File: src/design/gt_ram.sv
// single-port-write synchronous-read memory
`timescale 1ns / 1ps
`default_nettype none
module gt_ram #(
  parameter int W  = 8,
  parameter int D  = 16,
  parameter int AW = 4
) (
  input  wire logic          clk_i,
  input  wire logic          we_i,
  input  wire logic [AW-1:0] waddr_i,
  input  wire logic [W-1:0]  wdata_i,
  input  wire logic [AW-1:0] raddr_i,
  output logic      [W-1:0]  rdata_o
);

  logic [W-1:0] mem [D];

  always_ff @(posedge clk_i) begin
    if (we_i) begin
      mem[waddr_i] <= wdata_i;
    end
    rdata_o <= mem[raddr_i];
  end

endmodule
`default_nettype wire

File: config.mk
export PLATFORM = sky130hd
export DESIGN_NAME = gt_ram
export DESIGN_NICKNAME = d
export VERILOG_FILES = /design/src/design/gt_ram.sv
export SDC_FILE = /design/constraint.sdc
export NUM_CORES = 1
export LEC_CHECK = 0
export ABC_AREA = 1
export BUFFER_PORTS_ARGS = -buffer_cell sky130_fd_sc_hd__buf_2
export CORE_UTILIZATION = 56
export DETAILED_ROUTE_END_ITERATION = 10
export GPL_TIMING_DRIVEN = 0
export PLACE_DENSITY = 0.8
export SYNTH_ARGS = -nofsm -noshare
export SYNTH_HDL_FRONTEND = slang
export SYNTH_SLANG_ARGS = --single-unit
File: constraint.sdc
create_clock -name clk_i -period 3.65 [get_ports clk_i]
set_clock_uncertainty 0.15 [all_clocks]
set_input_delay 0.1825 -clock clk_i [delete_from_list [all_inputs] [get_ports clk_i]]
set_output_delay 0.1825 -clock clk_i [all_outputs]
set_load 0.02 [all_outputs]
Word level (Yosys, flattened, before mapping)
Memories as Yosys holds them, arrays and structs flattened. A register that Yosys moved wholly into a read port is not among the register bits. Index checks and enable logic that the tools add are counted. Widths: inputs -> output; s select.

Input port bits: 18. RAM bits: 128. Output and inout port bits: 8. Word-level logic and storage cells: 3. Memories kept: 1. Register bits: 0.

Multiplexer cells: 2.

Memory list: mem (depth 16, width 8, rd ports 1, clocked after Yosys merged registers in 1, write ports 1, line 17) `logic [W-1:0] mem [D];`.

Operator list (count): $mux 1 (2).

Logic depth before layout (Yosys ltp)
Depth after elaboration: 2. Gate-level depth with buffers: 8. Gate-level depth less buffers: 7.

Least setup slack after synthesis
No wires, ideal clock.

Path type: input to register. Start point: in waddr_i[2]. End point: mem mem[10][0], enable pin. Library setup time: 370 ps. Data arrival time: 763 ps. Required time: 3130 ps. Setup slack: 2367 ps. Cell stages on the path: 2. Buffers on the path: 0. Cells stage by stage: nand3b_1 > nor2_1.

RTL lines: from (decl) (line 11) `input wire logic [AW-1:0] waddr_i,`; to (decl) (line 17).

Straight into the memory's write port.

==> results by group <==
Route
  • DR iter-0 viols: 413
  • Drt drc: 0
  • Final wirelength: 13.77 mm
  • Avg WL per Cell: 18.38 µm
  • Number of routed nets with antenna violations: 0
  • Drt pass-1 iters: 5
  • Vias per cell: 5.378
  • Vias: 4,028

Critical path
  • Critical Path Start Type: input pin
  • CP peak stage delay: 0.55 ns
  • Slowest CP cell: dlygate4sd3_1
  • Worst r2r src: mem[13][3]
  • Buf+Inv Stages, Crit Path: 5
  • CP delay by family, top: buffers and inverters
  • Crit path required time: 3.91 ns
  • Crit path cell chain: dlygate4sd3_1, buf_2, inv_1, buf_4, nand3_1, nand3_1, nand2_1, dlygate4sd3_1
  • CP endpoint kind: flop
  • CP startpoint: raddr_i[2]
  • Data arrival time of the worst path: 2.18 ns
  • Max FO, Critical Path: 10
  • Crit Path Class: in2reg

CTS
  • TritonCTS Buffers: 17
  • H-tree levels: 4
  • Clock Pin Slew Worst Setup and Hold Paths: 0.06 ns
  • CTS root buffer: clkbuf_8
  • Worst-Skew Late Latency: 0.53 ns
  • CTS tree: built
  • Setup Buffers After CTS: 0
  • CTS sink count: 136
  • Max Buffers Root-to-Sink: 2
  • Cts repair resizes: 0

STA
  • FMAX: 0.5207 GHz
  • Fin. Hold Viols: 0
  • Sum of negative setup slack: 0 ns
  • Period utilization: 52.62%
  • RSZ-0062 raised after global routing: false
  • Actual slew at the worst max-slew pin: 0.9538 ns
  • Final Critical Period: 1.920 ns
  • Slew HR: 36.18%
  • Setup-failing EPs final: 0
  • Max-slew violations: 0

Final layout
  • Multi-input logic area: 0.001214 mm²
  • Reg area: 0.004004 mm²
  • Area Growth Syn to Fin: 16.97%
  • Final Core Density: 68.38%
  • N_diodes: 0
  • Share of layout cells above drive strength 1: 12.82%
  • Nets: 621
  • # fillers: 717

Floorplanning
  • # IOs: 26
  • Die X: 103.5 µm
  • DIE AREA: 0.01071 mm²
  • Core area: 0.009864 mm²
  • Die H: 103.5 µm
  • Row cnt: 36
  • Initial Utilization: 58.46%

Synth
  • Syn Std Cell Area: 0.005767 mm²
  • #FFs+latches synth: 136
  • Sequential fraction of the synthesis area: 69.43%
  • Synthesized Nets: 569
  • YS warnings: 0
  • Syn Inst Count: 551
  • Unique cell type count in the Yosys netlist: 12
  • Avg Inst Size Synth: 10.47 µm²

Hold path
  • Tightest Hold Check Type: in2reg
  • Hold_sp: waddr_i[1]

Power and ir drop
  • Leak: 2.945 nW
  • Peak supply drop: 371.2 µV
  • Pwr/cell area: 550.7 mW/mm²
  • Power, Total: 3.715 mW

Global route
  • First-pass GRT wire length: 20.55 mm
  • Grt total ovfl: 0
  • Vias in the first global route: 3,688
  • All-Layer GR Usage: 28.40%
  • Largest net degree at the start of global routing: 17
  • Initial antenna violation count: 0

Outcome
  • Status: finished, final reports clean

Placed design
  • RePlAce Congestion: 0.9200
  • Final HPWL DP: 8.808 mm
  • # port buffers: 22

Job
  • Max_cap viols: 0
-- routing by layer --
layer  global-route usage (%)  up-vias  part of all wire (%)
met4                    11.92        0                   2.3
met1                    40.04     1896                    41
met2                    41.93      232                    47
li1                         -     1877                     -
met3                    7.796       23                   9.8
met5                        0        -                     0
-- through the flow --
stage | hold WS [ns] | instance area (µm²) | cells | worst slack (ns)
finish | 0.09968 | 6745 | 749 | 1.730
global route | 0.1223 | 6745 | 749 | 1.712
CTS | 0.08016 | 6745 | 749 | 1.811
detailed placement | 0.4473 | 6043 | 706 | 1.847
global placement | 0.4437 | 6043 | 706 | 1.899
floorplan | 0.1314 | 5767 | 551 | 2.367
-- cells by family (layout without fill, tap and decap cells) --
logic type	after synthesis	in the layout	synth area share [%]
buffers and inverters	126	191	9.525
DFF	136	136	69.43
and+or+nand+nor	289	289	21.05
-- sequential cells by signal (all words and copies together), names as in the netlist --
name / cells
rdata_o: 8
mem: 128
-- final timing paths --
path	endpoint	slack (ns)	cells past startpoint
worst max-delay path	rdata_o[3]	1.73	8
worst min-delay path	mem[7][7]	0.1	3
worst max register to register	rdata_o[3]	1.96	7
worst min register to register	rdata_o[1]	0.57	6
-- tightest hold or removal path, stage by stage --
cell     delay [ns]
buf_2          0.11
nand2_1        0.11
nor2_1         0.17
-- where the power goes --
part           switching (mW)  internal (mW)  leakage, nW
registers             0.00867           1.75         1.22
logic                   0.173         0.0757         1.43
clock network           0.669           1.04        0.288
-- timing repair --
action                                  CTS  global route
hold buffers                             11             0
endpoints found under the setup margin    0             0
endpoints found under the hold margin   136             0
-- layout by cell type, fill, tap and decap left out --
| cell | synthesis | layout |
|---|---|---|
| buf_6 | 6 | 6 |
| inv_1 | 100 | 100 |
| buf_2 | 13 | 35 |
| bufinv_16 | 0 | 3 |
| clkbuf_8 | 0 | 1 |
| inv_6 | 0 | 2 |
| nand3b_1 | 2 | 2 |
| dlygate4sd3_1 | 0 | 11 |
| nor2_1 | 17 | 17 |
| edfxtp_1 | 128 | 128 |
| inv_2 | 2 | 2 |
| buf_4 | 4 | 4 |
| buf_1 | 1 | 1 |
| dfxtp_1 | 8 | 8 |
| nand2_1 | 173 | 173 |
| clkbuf_16 | 0 | 16 |
| nand3_1 | 97 | 97 |
| clkinv_4 | 0 | 4 |
| clkinv_2 | 0 | 4 |
| clkinvlp_4 | 0 | 2 |
-- synthesized netlist by cell type (all sizes together) --
library cell / count / share of area, %
buf: 24 / 2.9
edfxtp: 128 / 67
nand3b: 2 / 0.26
nand3: 97 / 8.4
dfxtp: 8 / 2.8
nand2: 173 / 11
nor2: 17 / 1.1
inv: 102 / 6.6
-- final cells by class --
type / instances / share of cell area, %
plain buffers: 24 / 2.467
clock buffers: 17 / 6.140
clock inverters: 15 / 2.634
inverters: 102 / 5.676
multi-input cells: 289 / 17.99
flip-flops and latches: 136 / 59.36
well taps: 133 / 2.467
repair buffers: 33 / 3.265
(Power assumes the default switching activity.)
