[src/design/gt_pkg.sv]
// shared types and constants of the graph traversal engine
`timescale 1ns / 1ps
`default_nettype none
package gt_pkg;

  localparam int NB   = 6;
  localparam int SB   = 3;
  localparam int FB   = 2;
  localparam int CNTW = 7;
  localparam int CIW  = 8;

  localparam logic [FB-1:0] FUNC_ADD   = 2'd0;
  localparam logic [FB-1:0] FUNC_START = 2'd1;
  localparam logic [FB-1:0] FUNC_CLEAR = 2'd2;

  localparam logic [SB-1:0] ST_VISIT   = 3'd0;
  localparam logic [SB-1:0] ST_ADDED   = 3'd1;
  localparam logic [SB-1:0] ST_FULL    = 3'd2;
  localparam logic [SB-1:0] ST_BAD     = 3'd3;
  localparam logic [SB-1:0] ST_CLEARED = 3'd4;

  localparam logic [CIW-1:0] REG_NODE_COUNT = 8'd0;
  localparam logic [CIW-1:0] REG_ORDER      = 8'd1;

  typedef struct packed {
    logic [NB-1:0] node;
    logic [SB-1:0] status;
    logic          last;
  } gt_res_t;

endpackage
`default_nettype wire

[src/design/gt_out_stage.sv]
// result holding slot and output register, marks the final word of a run
`timescale 1ns / 1ps
`default_nettype none
module gt_out_stage (
  input  wire logic            clk_i,
  input  wire logic            rst_ni,
  input  wire logic            push_i,
  input  wire logic            fin_i,
  input  wire gt_pkg::gt_res_t res_i,
  output logic                 rdy_o,
  input  wire logic            out_stall_i,
  output logic                 out_valid_o,
  output gt_pkg::gt_res_t      res_o
);
  import gt_pkg::*;

  logic    pend_v_q;
  logic    out_v_q;
  gt_res_t pend_q;
  gt_res_t out_q;
  logic    out_free;
  logic    move;

  assign out_free = !out_v_q || !out_stall_i;
  assign move     = pend_v_q && out_free && (pend_q.last || push_i || fin_i);
  assign rdy_o    = !pend_v_q || out_free;

  always_ff @(posedge clk_i or negedge rst_ni) begin
    if (!rst_ni) begin
      pend_v_q <= 1'b0;
      out_v_q  <= 1'b0;
    end else begin
      if (move) begin
        out_v_q <= 1'b1;
      end else if (!out_stall_i) begin
        out_v_q <= 1'b0;
      end
      if (push_i && rdy_o) begin
        pend_v_q <= 1'b1;
      end else if (move) begin
        pend_v_q <= 1'b0;
      end
    end
  end

  always_ff @(posedge clk_i) begin
    if (move) begin
      out_q <= '{node: pend_q.node, status: pend_q.status, last: pend_q.last | fin_i};
    end
    if (push_i && rdy_o) begin
      pend_q <= res_i;
    end
  end

  assign out_valid_o = out_v_q;
  assign res_o       = out_q;

endmodule
`default_nettype wire

[config.mk]
export PLATFORM = sky130hd
export DESIGN_NAME = gt_out_stage
export DESIGN_NICKNAME = d
export VERILOG_FILES = /design/src/design/gt_pkg.sv /design/src/design/gt_out_stage.sv
export SDC_FILE = /design/constraint.sdc
export NUM_CORES = 1
export LEC_CHECK = 0
export ABC_CLOCK_PERIOD_IN_PS = 1500
export BUFFER_PORTS_ARGS = -buffer_cell sky130_fd_sc_hd__buf_2
export CAP_MARGIN = 20
export CORE_MARGIN = 5
export CORE_UTILIZATION = 45
export DETAILED_ROUTE_END_ITERATION = 10
export PLACE_DENSITY = 0.74
export SYNTH_ARGS = -nofsm -noshare
export SYNTH_HDL_FRONTEND = slang
export SYNTH_SLANG_ARGS = --single-unit
export TNS_END_PERCENT = 50
[constraint.sdc]
create_clock -name clk_i -period 1.5 [get_ports clk_i]
set_input_delay 0.15 -clock clk_i [delete_from_list [all_inputs] [get_ports clk_i]]
set_output_delay 0.15 -clock clk_i [all_outputs]
set_load 0.02 [all_outputs]
Yosys cells after proc, flatten, opt, wreduce, memory -nomap -nowiden
Cells that the tools add are included.
Operators by class
  bitwise logic cells: 1
  multiplexer cells: 4
  equality and inequality tests: 1
  reduce and logical (&&, ||, !) cells: 11
Operators with widths (count)
  1-bit logical OR: 4
  1-bit 2-to-1 mux: 4
  1-bit logical AND: 3
  1-bit logical NOT: 3
  2-bit by 1-bit != test with 1-bit output (second input constant): 1
  2-bit nonzero test: 1
  1-bit OR: 1
Word-level totals
  input bits: 15
  logic and storage cells: 25
  register bits: 22
  output and inout port bits: 12

Depth between registers and ports, before layout
  word-level depth: 6
  mapped depth: 2

Worst setup path before layout
OpenSTA, ideal clock, no wires.
  path type: reg-to-reg
  from: reg out_v_q, in the netlist out_valid_o
  to: reg out_q, in the netlist res_o[0], enable pin
  setup slack: 0.051 ns
  stages on the path, launching flop included: 2
  data required time: 1.120 ns
  period minus slack after synthesis: 1.449 ns
  arrival: 1.069 ns
  library setup time: 0.380 ns
  cell sequence: dfrtp_1 -> a21oi_1
On the way
  word-level cells in the longest chain between the ends: 4
RTL lines
  start, declared: RTL line gt_out_stage.sv:18  | logic out_v_q;
  start signal, assigned: RTL line gt_out_stage.sv:31  | out_v_q <= 1'b0;
  start signal, assigned: RTL line gt_out_stage.sv:34  | out_v_q <= 1'b1;
  start signal, assigned: RTL line gt_out_stage.sv:36  | out_v_q <= 1'b0;
  1-bit logical NOT: RTL line gt_out_stage.sv:24  | assign out_free = !out_v_q || !out_stall_i;
  1-bit logical OR: RTL line gt_out_stage.sv:24
  1-bit logical AND (2 in series): RTL line gt_out_stage.sv:25  | assign move = pend_v_q && out_free && (pend_q.last || push_i || fin_i);
  net move: RTL line gt_out_stage.sv:22  | logic move;
  end signal, assigned: RTL line gt_out_stage.sv:48  | out_q <= '{node: pend_q.node, status: pend_q.status, last: pend_q.last | fin_i};
  end, declared: RTL line gt_out_stage.sv:20  | gt_res_t out_q;
The timed path passes the listed nets, and every way through them passes these cells.
A chain may end at the register's enable or synchronous reset.

Final worst setup path
  from: reg out_v_q, in the netlist out_valid_o
  to: reg pend_q[2] (netlist name), enable pin
On the way
  word-level cells in the longest chain between the ends: 4
RTL lines
  1-bit logical NOT: RTL line gt_out_stage.sv:24
  1-bit logical OR: RTL line gt_out_stage.sv:24
  1-bit logical OR: RTL line gt_out_stage.sv:26  | assign rdy_o = !pend_v_q || out_free;
  1-bit logical AND: RTL line gt_out_stage.sv:50  | if (push_i && rdy_o) begin
  end signal, assigned: RTL line gt_out_stage.sv:51  | pend_q <= res_i;
  end, declared: RTL line gt_out_stage.sv:19  | gt_res_t pend_q;
Every way passes these cells.

==> results.yml <==
worst_setup_path:
  cp_slowest_stage_delay_ns: 0.41
  worstSetupPathType: "reg2reg"
  critPathMaxFanout: 10
  required_ns: 1.47
  reg2reg_from: "out_valid_o"
  path_cells: "buf_4 -> nand3_1 -> and2_1"
  crit_start: "out_valid_o"
  cp-end-kind: "flip-flop"
  cpMaxStageDelayCell: "dfrtp_1"
  cp-start-kind: "flip-flop"
  arrival_ns: 1.35
finish:
  fill_cells: 106
  final_layout_size_suffix_gt1_share_pct: 50.00
  finalNetCount: 88
  final_common_cell: "buf_2"
  syn2layout_area_growth_pct: 43.84
  regArea_um2: 650.6
  layout_common_cells: "buf_2, edfxtp_1, dlygate4sd3_1"
  n_antenna_cell: 0
  multiInputGateArea_um2: 63.81
grt:
  grt_overflow: 0
  grt_pass1_vias: 390
  antenna_found_initial: 0
  grt_pass1_wl_um: 1800
  gr-usage-all-layers_pct: 9.943
  grt_max_degree: 14
sta:
  slew_violations: 0
  timing.hold.ws_ns: 0.01655
  finalCriticalPeriod_ns: 1.384
  skew_ns: 0.01048
  rsz0062_at_grt: "no"
  worstMarginPinSlew_ns: 0.5172
  finalCritPeriodShare_pct: 92.28
  slew_headroom_pct: 65.52
  fmax_mhz: 722.4
  setup_viol: 0
  final_hold_viol_count: 0
synth:
  synth_seq_cells: 22
  synth_area_leaders: "edfxtp_1, dfrtp_1, o31ai_2"
  synth_nets: 46
  synth_area_leader_cell: "edfxtp_1"
  ys_seq_area_share_pct: 91.55
  synth_cell_type_count: 10
  ys_warn_count: 0
  synth.cell_area_um2: 710.7
  syn_area_per_cell_um2: 22.93
  yosysTopAreaCellShare_pct: 84.51
  synth_cells: 31
drt:
  drt_iter0_drc: 11
  dr.pass1.iters: 4
  drt_wl_total_um: 1202
  drc: 0
  vias: 417
  vias_per_cell: 4.739
  routedWlPerCell_um: 13.66
  antenna_left: 0
power_and_ir_drop:
  power_frac_comb_pct: 11.2
  irDropWorstVdd_v: 0.0006821
  powerDensity_nw_per_um2: 1311
  pwr-share-seq_pct: 55.4
  p_switching_w: 0.0002783
  clkPwrFrac_pct: 33.4
  p_leak_nw: 0.4108
  totalPowerFinal_w: 0.001340
  intPower_w: 0.001062
  p_sw_share_pct: 20.77
clock_tree:
  cts_root_buf: "clkbuf_4"
  clockBufferDepth: 2
  cts_tree: "yes"
  cts_buffers: 3
  cts_setup_buffers: 0
  clkLatencyLatePin_ns: 0.31
  cts-htree-levels: 1
  clk_pin_slew_ns: 0.11
  cts.sinks: 22
hold_path:
  hold_class: "in2reg"
  min_from: "res_i[8]"
die:
  rows: 14
  die_y_um: 49.74
  dieWidth_um: 49.74
  start_util_pct: 47.18
  die_area_um2: 2474
  coreArea_um2: 1506
  ios: 27
placement:
  port_buffers: 26
  gp_congestion: 0.7144
outcome:
  status: "finished, final reports clean"
run:
  drv_cap: 0
## power groups by stage
stage               logic (W)  registers [W]  clock network [W]
global placement     0.000130       0.000754                  0
detailed placement   0.000132       0.000756                  0
floorplan           0.0000327       0.000790                  0
global route         0.000163       0.000747           0.000484
finish               0.000151       0.000742           0.000447
CTS                  0.000142       0.000742           0.000451
## final cells by class
cell class	instances	area share (%)
multi-input cells	9	6.242
flip-flops and latches	22	63.65
well taps	16	1.958
repair buffers	37	23.01
clock buffers	3	2.203
clock inverters	1	2.938
## worst max-delay path, delay by kind of cell (launching register included)
kind / cells / cell delay, ns
buffers and inverters: 1 / 0.16
and+or+nand+nor: 2 / 0.48
DFF: 1 / 0.41
## layer usage
layer	global-route usage [%]	vias to the layer above	wire [um]
met5	0	-	0
met4	3.930	0	20
met3	5.422	3	114
met2	15.89	17	568
met1	10.91	195	499
li1	-	202	-
## repair_timing
item,in CTS,in global routing
hold buffers,4,5
endpoints found under the hold margin,5,5
gates resized for setup,1,0
endpoints found under the setup margin,10,0
## logic make-up (layout without fill, tap and decap cells)
kind of cell	Yosys count	after routing	synth area share, %
buffers and inverters	0	41	0
AOI/OAI and AO/OA	4	4	4.929
DFF	22	22	91.55
and+or+nand+nor	5	5	3.522
## registers in the layout, indices dropped and copies added (netlist names)
| signal | cells |
|---|---|
| out_valid_o | 1 |
| res_o | 10 |
| pend_v_q | 1 |
| pend_q | 10 |
## final timing paths
kind                                to  slack [ns]  depth (start not counted)
max                          pend_q[2]        0.12                          3
min                          pend_q[8]        0.02                          1
max reg2reg                  pend_q[2]        0.12                          3
min reg2reg                   res_o[9]        0.43                          0
max in group asynchronous  out_valid_o        1.25                          2
min in group asynchronous     pend_v_q        0.15                          2
## synth_stat cells
cell	n
a21o_2	1
nand2_1	2
nand3_1	1
and2_1	1
edfxtp_1	20
dfrtp_1	2
a21oi_1	1
or2_2	1
o31ai_2	1
o2bb2ai_1	1
## through the flow
step	utilization [%]	cells	TNS (ns)	setup WS [ns]	area, um2
after floorplan	-	31	0	0.05103	710.7
after global placement	58.14	75	0	0.01923	875.8
after detailed placement	58.14	75	-0.4810	-0.04830	875.8
after CTS	64.53	83	0	0.1096	972.2
after global routing	67.86	88	0	0.03144	1022
final	67.86	88	0	0.1157	1022
Power figures use the tool's default switching activity.
